`src/sv/ppp_pkg.sv`:
```
// Shared types, constants and the quarter-wave sine table for the point
// projection pipeline. No dependencies.
package ppp_pkg;

  localparam int SCREEN_WIDTH_DEF  = 84;
  localparam int SCREEN_HEIGHT_DEF = 48;
  localparam int COORD_BITS_DEF    = 10;

  localparam int TRIG_W  = 16;
  localparam int ZOOM    = 40;
  localparam int FRAC_W  = 15;
  localparam int ANG_W   = 9;
  localparam int DEG_90  = 90;
  localparam int DEG_360 = 360;
  localparam int SCR_W   = 16;
  localparam int IDX_W   = 2;

  typedef enum logic [IDX_W-1:0] {
    REG_CAM_X       = 2'd0,
    REG_CAM_Y       = 2'd1,
    REG_CAM_Z       = 2'd2,
    REG_CAM_HEADING = 2'd3
  } ppp_reg_t;

  typedef struct packed {
    logic              front;
    logic              neg_x;
    logic              neg_y;
    logic [SCR_W-1:0]  fb_x;
    logic [SCR_W-1:0]  fb_y;
  } ppp_tag_t;

  localparam logic [TRIG_W-1:0] QSINE [91] = '{
    16'd0, 16'd571, 16'd1143, 16'd1714, 16'd2285, 16'd2855, 16'd3425, 16'd3993,
    16'd4560, 16'd5126, 16'd5690, 16'd6252, 16'd6812, 16'd7371, 16'd7927,
    16'd8480, 16'd9032, 16'd9580, 16'd10125, 16'd10668, 16'd11207, 16'd11743,
    16'd12275, 16'd12803, 16'd13327, 16'd13848, 16'd14364, 16'd14876,
    16'd15383, 16'd15886, 16'd16384, 16'd16876, 16'd17364, 16'd17846,
    16'd18323, 16'd18794, 16'd19260, 16'd19720, 16'd20173, 16'd20621,
    16'd21062, 16'd21497, 16'd21926, 16'd22347, 16'd22762, 16'd23170,
    16'd23571, 16'd23964, 16'd24351, 16'd24730, 16'd25101, 16'd25465,
    16'd25821, 16'd26169, 16'd26509, 16'd26841, 16'd27165, 16'd27481,
    16'd27788, 16'd28087, 16'd28377, 16'd28659, 16'd28932, 16'd29196,
    16'd29451, 16'd29697, 16'd29935, 16'd30163, 16'd30381, 16'd30591,
    16'd30791, 16'd30982, 16'd31164, 16'd31336, 16'd31498, 16'd31651,
    16'd31794, 16'd31928, 16'd32051, 16'd32165, 16'd32270, 16'd32364,
    16'd32449, 16'd32523, 16'd32588, 16'd32643, 16'd32688, 16'd32723,
    16'd32748, 16'd32763, 16'd32767
  };

  // angle already reduced below 360
  function automatic logic signed [TRIG_W-1:0] q15_sine(input logic [ANG_W-1:0] a);
    logic [ANG_W-1:0]   idx;
    logic               neg;
    logic [TRIG_W-1:0]  mag;
    if (a < ANG_W'(DEG_90)) begin
      idx = a;
      neg = 1'b0;
    end else if (a < ANG_W'(2*DEG_90)) begin
      idx = ANG_W'(2*DEG_90) - a;
      neg = 1'b0;
    end else if (a < ANG_W'(3*DEG_90)) begin
      idx = a - ANG_W'(2*DEG_90);
      neg = 1'b1;
    end else begin
      idx = ANG_W'(DEG_360) - a;
      neg = 1'b1;
    end
    mag = QSINE[idx[6:0]];
    return neg ? -$signed(mag) : $signed(mag);
  endfunction

endpackage

```
`src/sv/ppp_front.sv`:
```
// Transform stages: camera offset and trig lookup, products, rotation sums,
// zoom scaling, then magnitudes and the orthographic fallback. Uses ppp_pkg.
module ppp_front #(
  parameter int SCREEN_WIDTH  = ppp_pkg::SCREEN_WIDTH_DEF,
  parameter int SCREEN_HEIGHT = ppp_pkg::SCREEN_HEIGHT_DEF,
  parameter int COORD_BITS    = ppp_pkg::COORD_BITS_DEF,
  parameter int NW            = COORD_BITS + 24,
  parameter int DW            = COORD_BITS + 18
) (
  input  logic                          clk,
  input  logic                          rst_n,
  input  logic                          en,
  input  logic                          in_vld,
  input  logic [COORD_BITS-1:0]         px,
  input  logic [COORD_BITS-1:0]         py,
  input  logic [COORD_BITS-1:0]         pz,
  input  logic [COORD_BITS-1:0]         cam_x,
  input  logic [COORD_BITS-1:0]         cam_y,
  input  logic [COORD_BITS-1:0]         cam_z,
  input  logic [ppp_pkg::ANG_W-1:0]     cam_heading,
  output logic                          out_vld,
  output logic [NW-1:0]                 mag_x,
  output logic [NW-1:0]                 mag_y,
  output logic [DW-1:0]                 den,
  output ppp_pkg::ppp_tag_t             tag
);

  localparam int RW = COORD_BITS + 1;
  localparam int PW = RW + ppp_pkg::TRIG_W;
  localparam int SW = NW + 1;
  localparam int HALF_X = SCREEN_WIDTH / 2;
  localparam int HALF_Y = SCREEN_HEIGHT / 2;
  localparam int SCR_W_L = ppp_pkg::SCR_W;
  localparam logic signed [SW-1:0] SMAX = SW'(32767);
  localparam logic signed [SW-1:0] SMIN = -SW'(32768);

  logic [4:0] vld_r;

  // stage 1
  logic signed [RW-1:0]               rx_r, ry_r, rz_r;
  logic signed [ppp_pkg::TRIG_W-1:0]  s_r, c_r;
  logic [ppp_pkg::ANG_W-1:0]          a_nxt, b_nxt, b_raw;
  // stage 2
  logic signed [PW-1:0] crx_r, srz_r, crz_r, srx_r;
  logic signed [RW-1:0] ry2_r;
  // stage 3
  logic signed [DW-1:0] dx_r, dy_r, dz_r;
  // stage 4
  logic signed [NW-1:0] nx_r, ny_r;
  logic signed [DW-1:0] dz4_r;
  logic                 front4_r;
  // stage 5
  logic [NW-1:0]        mag_x_r, mag_y_r;
  logic [DW-1:0]        den_r;
  ppp_pkg::ppp_tag_t    tag_r;
  logic signed [SW-1:0] fx_nxt, fy_nxt;

  always_comb begin
    a_nxt = (cam_heading >= ppp_pkg::ANG_W'(ppp_pkg::DEG_360)) ?
            cam_heading - ppp_pkg::ANG_W'(ppp_pkg::DEG_360) : cam_heading;
    b_raw = a_nxt + ppp_pkg::ANG_W'(ppp_pkg::DEG_90);
    b_nxt = (b_raw >= ppp_pkg::ANG_W'(ppp_pkg::DEG_360)) ?
            b_raw - ppp_pkg::ANG_W'(ppp_pkg::DEG_360) : b_raw;
    fx_nxt = SW'(nx_r >>> ppp_pkg::FRAC_W) + SW'(HALF_X);
    fy_nxt = SW'(ny_r >>> ppp_pkg::FRAC_W) + SW'(HALF_Y);
    if (fx_nxt > SMAX) fx_nxt = SMAX;
    if (fx_nxt < SMIN) fx_nxt = SMIN;
    if (fy_nxt > SMAX) fy_nxt = SMAX;
    if (fy_nxt < SMIN) fy_nxt = SMIN;
  end

  always_ff @(posedge clk) begin
    if (!rst_n) begin
      vld_r <= '0;
    end else if (en) begin
      vld_r <= {vld_r[3:0], in_vld};
    end
  end

  always_ff @(posedge clk) begin
    if (en) begin
      rx_r <= $signed({1'b0, px}) - $signed({1'b0, cam_x});
      ry_r <= $signed({1'b0, py}) - $signed({1'b0, cam_y});
      rz_r <= $signed({1'b0, pz}) - $signed({1'b0, cam_z});
      s_r  <= ppp_pkg::q15_sine(a_nxt);
      c_r  <= ppp_pkg::q15_sine(b_nxt);

      crx_r <= PW'(c_r * rx_r);
      srz_r <= PW'(s_r * rz_r);
      crz_r <= PW'(c_r * rz_r);
      srx_r <= PW'(s_r * rx_r);
      ry2_r <= ry_r;

      dx_r <= DW'(crx_r) - DW'(srz_r);
      dz_r <= DW'(crz_r) + DW'(srx_r);
      dy_r <= DW'($signed({ry2_r, {ppp_pkg::FRAC_W{1'b0}}}));

      nx_r     <= (NW'(dx_r) <<< 5) + (NW'(dx_r) <<< 3);
      ny_r     <= (NW'(dy_r) <<< 5) + (NW'(dy_r) <<< 3);
      dz4_r    <= dz_r;
      front4_r <= (dz_r > 0);

      mag_x_r     <= nx_r[NW-1] ? NW'(-nx_r) : NW'(nx_r);
      mag_y_r     <= ny_r[NW-1] ? NW'(-ny_r) : NW'(ny_r);
      den_r       <= front4_r ? DW'(dz4_r) : DW'(1);
      tag_r.front <= front4_r;
      tag_r.neg_x <= nx_r[NW-1];
      tag_r.neg_y <= ny_r[NW-1];
      tag_r.fb_x  <= fx_nxt[SCR_W_L-1:0];
      tag_r.fb_y  <= fy_nxt[SCR_W_L-1:0];
    end
  end

  assign out_vld = vld_r[4];
  assign mag_x   = mag_x_r;
  assign mag_y   = mag_y_r;
  assign den     = den_r;
  assign tag     = tag_r;

endmodule

```
`config.mk`:
```
export PLATFORM = sky130hd
export DESIGN_NAME = ppp_front
export DESIGN_NICKNAME = d
export VERILOG_FILES = /design/src/sv/ppp_pkg.sv /design/src/sv/ppp_front.sv
export SDC_FILE = /design/constraint.sdc
export NUM_CORES = 2
export LEC_CHECK = 0
export BUFFER_PORTS_ARGS = -buffer_cell sky130_fd_sc_hd__buf_2
export CORE_MARGIN = 3
export CORE_UTILIZATION = 65
export DETAILED_ROUTE_END_ITERATION = 8
export HOLD_SLACK_MARGIN = 0.05
export PLACE_DENSITY = 0.93
export SETUP_SLACK_MARGIN = 0.3
export SYNTH_ARGS = -nofsm -noshare
export SYNTH_HDL_FRONTEND = slang
export SYNTH_SLANG_ARGS = --single-unit
```
`constraint.sdc`:
```
create_clock -name clk -period 26.7 [get_ports clk]
set_clock_uncertainty 0.05 [all_clocks]
set_input_delay 5.34 -clock clk [delete_from_list [all_inputs] [get_ports clk]]
set_output_delay 5.34 -clock clk [all_outputs]
set_load 0.01 [all_outputs]
```
==> impl_metrics.json <==
{
  "hpwl_um": 89600,
  "synthAdderAreaFrac_pct": 35.1,
  "drtIter0Drc": 4554,
  "routed-wl-met3_um": 12400,
  "highest_layer": "met4",
  "post-cts-setup-buffers": 0,
  "worstSkewPairLatency_ns": 0.65,
  "start_kind": "primary input",
  "hold_path_class": "flop to flop",
  "drc": 1,
  "postSynthAreaPerCell_um2": 9.75,
  "ant_nets": 0,
  "dr_wl_met2_um": 64500,
  "initial_core_util_pct": 65.8,
  "grt_setup_unrepaired": "false",
  "syn_to_final_growth_pct": 6.21,
  "ys_seq_area_share_pct": 25.6,
  "violations": "design-rule violations",
  "dr.pass1.iters": 9,
  "synth_mux_area_share_pct": 0.714,
  "syn_inst": 5248,
  "routed_wl_um": 130000,
  "grt_pass1_wl_um": 212000,
  "met1_length_um": 44300,
  "die_width_um": 287,
  "status": "finished, violations left",
  "routabilityCongestion": 0.912,
  "cp-end-kind": "flop",
  "fillerInstances": 4879,
  "max_freq_mhz": 64.5,
  "max-cap-violations": 0,
  "cts_tree": "built",
  "core_um2": 77700,
  "cts.root.buffer_cell": "clkbuf_16",
  "cp_max_fo": 15,
  "post_dp_cell_area_um2": 52800,
  "hold_viol_final": 0,
  "setup_violations": 0,
  "crit_family": "compound AO/OA/AOI/OAI gates",
  "yosys_warnings": 0,
  "vias_per_cell": 6.28,
  "port_buffers": 183,
  "slew_viol_final": 0,
  "grt_pass1_vias": 42062,
  "post_cts_resized": 0,
  "synth.distinct_cells": 100,
  "cpMaxStageDelayCell": "a21oi_1",
  "nets": 6402,
  "synth-seq-cells": 438,
  "io_pins": 205,
  "async_reset_ff_share_pct": 0,
  "tightest_slew_ns": 1.35,
  "synth_compound_area_share_pct": 11.1,
  "grt_max_degree": 180,
  "die_area_um2": 82100,
  "cts-htree-levels": 2,
  "row_count": 102,
  "arrival_ns": 15.76,
  "vias": 39950,
  "die_height_um": 287,
  "gr-total-overflow": 0,
  "clock_path_buffers": 3,
  "clk_pin_slew_worst_paths_ns": 0.07,
  "relSlewSlack_pct": 10.0,
  "cts_made_buffers": 47,
  "wire_per_inst_um": 20.5,
  "fin_setup_tns_ns": 0,
  "critPathKind": "primary input to flop",
  "crit_required_ns": 26.97,
  "cts_hold_buf": 0,
  "drive_above_1_share_pct": 6.84,
  "synth-edff-count": 433,
  "cts.sinks": 438,
  "synth_flop_cell": "edfxtp_1",
  "critical_path_buf_inv_count": 7,
  "multiInputGateArea_um2": 33900,
  "synth_top_family_by_area": "adder cells",
  "register_area_um2": 13100,
  "syn_area_um2": 51200,
  "max_stage_delay_ns": 0.93,
  "fin_area_um2": 54300,
  "synth_xor_area_share_pct": 4.98,
  "grtUsageTotal_pct": 32.0,
  "antenna_found_initial": 4,
  "finalCriticalPeriod_ns": 15.50,
  "fin_crit_sh_pct": 58.0,
  "synthSimpleGateAreaFrac_pct": 14.1
}
[worst reg2reg max path: cells and delay by family, from the launching register on]
kind / cells / cell delay, ns
AOI/OAI and AO/OA: 16 / 3.96
xor gates and xnor gates: 1 / 0.10
adders and majority gates: 6 / 2.64
buffers and inverters: 3 / 0.13
DFF: 1 / 0.92
and+or+nand+nor: 3 / 0.47
[synth_stat cells, drive strengths merged, types with 12 or more instances]
| library cell | count | area share, % |
|---|---|---|
| edfxtp | 433 | 25 |
| or3 | 18 | 0.22 |
| fa | 655 | 26 |
| or2 | 15 | 0.18 |
| a221oi | 15 | 0.26 |
| nand2 | 522 | 3.8 |
| mux2i | 26 | 0.51 |
| a31oi | 33 | 0.43 |
| o21a | 18 | 0.26 |
| nor2b | 32 | 0.39 |
| and2 | 374 | 4.6 |
| inv | 828 | 6.1 |
| a21o | 63 | 0.92 |
| nand3 | 45 | 0.44 |
| ha | 389 | 9.5 |
| a21oi | 194 | 1.9 |
| xnor2 | 219 | 3.8 |
| a311oi | 15 | 0.32 |
| clkbuf | 213 | 1.6 |
| a211oi | 27 | 0.43 |
| xor2 | 70 | 1.2 |
| o22ai | 14 | 0.17 |
| nand2b | 82 | 1.0 |
| o2111ai | 12 | 0.21 |
| a21boi | 48 | 0.70 |
| nor4 | 12 | 0.16 |
| o211ai | 40 | 0.60 |
| o21ai | 233 | 2.3 |
| buf | 61 | 0.69 |
| and3 | 17 | 0.21 |
| o31ai | 23 | 0.34 |
| nor2 | 263 | 1.9 |
| o21bai | 13 | 0.19 |
| o41ai | 13 | 0.22 |
| nor3 | 57 | 0.56 |
[metal layers]
metal,vias up,GRT usage [%]
li1,17175,-
met1,19363,37.9
met2,2701,54.6
met3,711,5.19
met4,0,19.7
met5,-,0
[flip-flops by register name, indices dropped and copies added, names as in the netlist, 27 cells and up]
signal  count
den        28
mag_x      31
crx_r      27
srx_r      27
tag        33
dz4_r      28
dz_r       28
dx_r       28
crz_r      27
nx_r       31
srz_r      27
[area by class of cell]
type / count / area share [%]
Multi-Input combinational cell: 3727 / 62.4
Sequential cell: 438 / 24.1
Antenna cell: 4 / 0.0184
Timing Repair Buffer: 240 / 2.51
Clock buffer: 59 / 2.25
Inverter: 831 / 5.74
Tap cell: 1040 / 2.39
Clock inverter: 24 / 0.557
[final timing paths]
check	startpoint	to	slack [ns]	cells after the start
max	cam_heading[1]	c_r[12]$_DFFE_PP_	11.21	39
min	ry_r[7]$_DFFE_PP_	ry2_r[7]$_DFFE_PP_	0.37	0
max reg2reg	s_r[2]$_DFFE_PP_	srz_r[26]$_DFFE_PP_	18.14	29
min reg2reg	ry_r[7]$_DFFE_PP_	ry2_r[7]$_DFFE_PP_	0.37	0
[cells in the final DEF (no fill, tap or decap), types with 47 or more instances in the layout]
cell       synthesis  final
nand2b_1          82     82
inv_1            827    827
nor3_1            57     57
buf_4             24     56
nand2_1          521    521
o21ai_0          230    230
a21boi_0          48     48
edfxtp_1         433    433
a21oi_1          194    194
a21o_1            63     63
buf_2             27    182
fa_1             655    655
xor2_1            70     70
xnor2_1          217    213
nor2_1           262    262
clkbuf_16          0     47
ha_1             389    389
and2_1           374    374
[logic make-up after synthesis]
logic type | Yosys count
AO/OA/AOI/OAI | 861
XOR/XNOR | 289
adder cells (fa/ha/maj) | 1044
buffers and inverters | 1105
flip-flops | 438
multiplexers | 35
other | 1
AND/OR/NAND/NOR | 1475
[stage by stage]
step           hold slack (ns)  setup slack, ns  instances  utilization, %
2_1_floorplan            0.350            13.61       5270               -
3_3_place_gp             0.351            11.09       6276            67.9
3_5_place_dp             0.355            10.86       6276            67.9
4_1_cts                  0.372            11.43       6359            69.9
5_1_grt                  0.372            10.40       6362            69.9
6_report                 0.368            11.21       6363            69.9
Power is not shown: default switching activity piles up to over one toggle a cycle in this logic, so the estimate is an artifact.
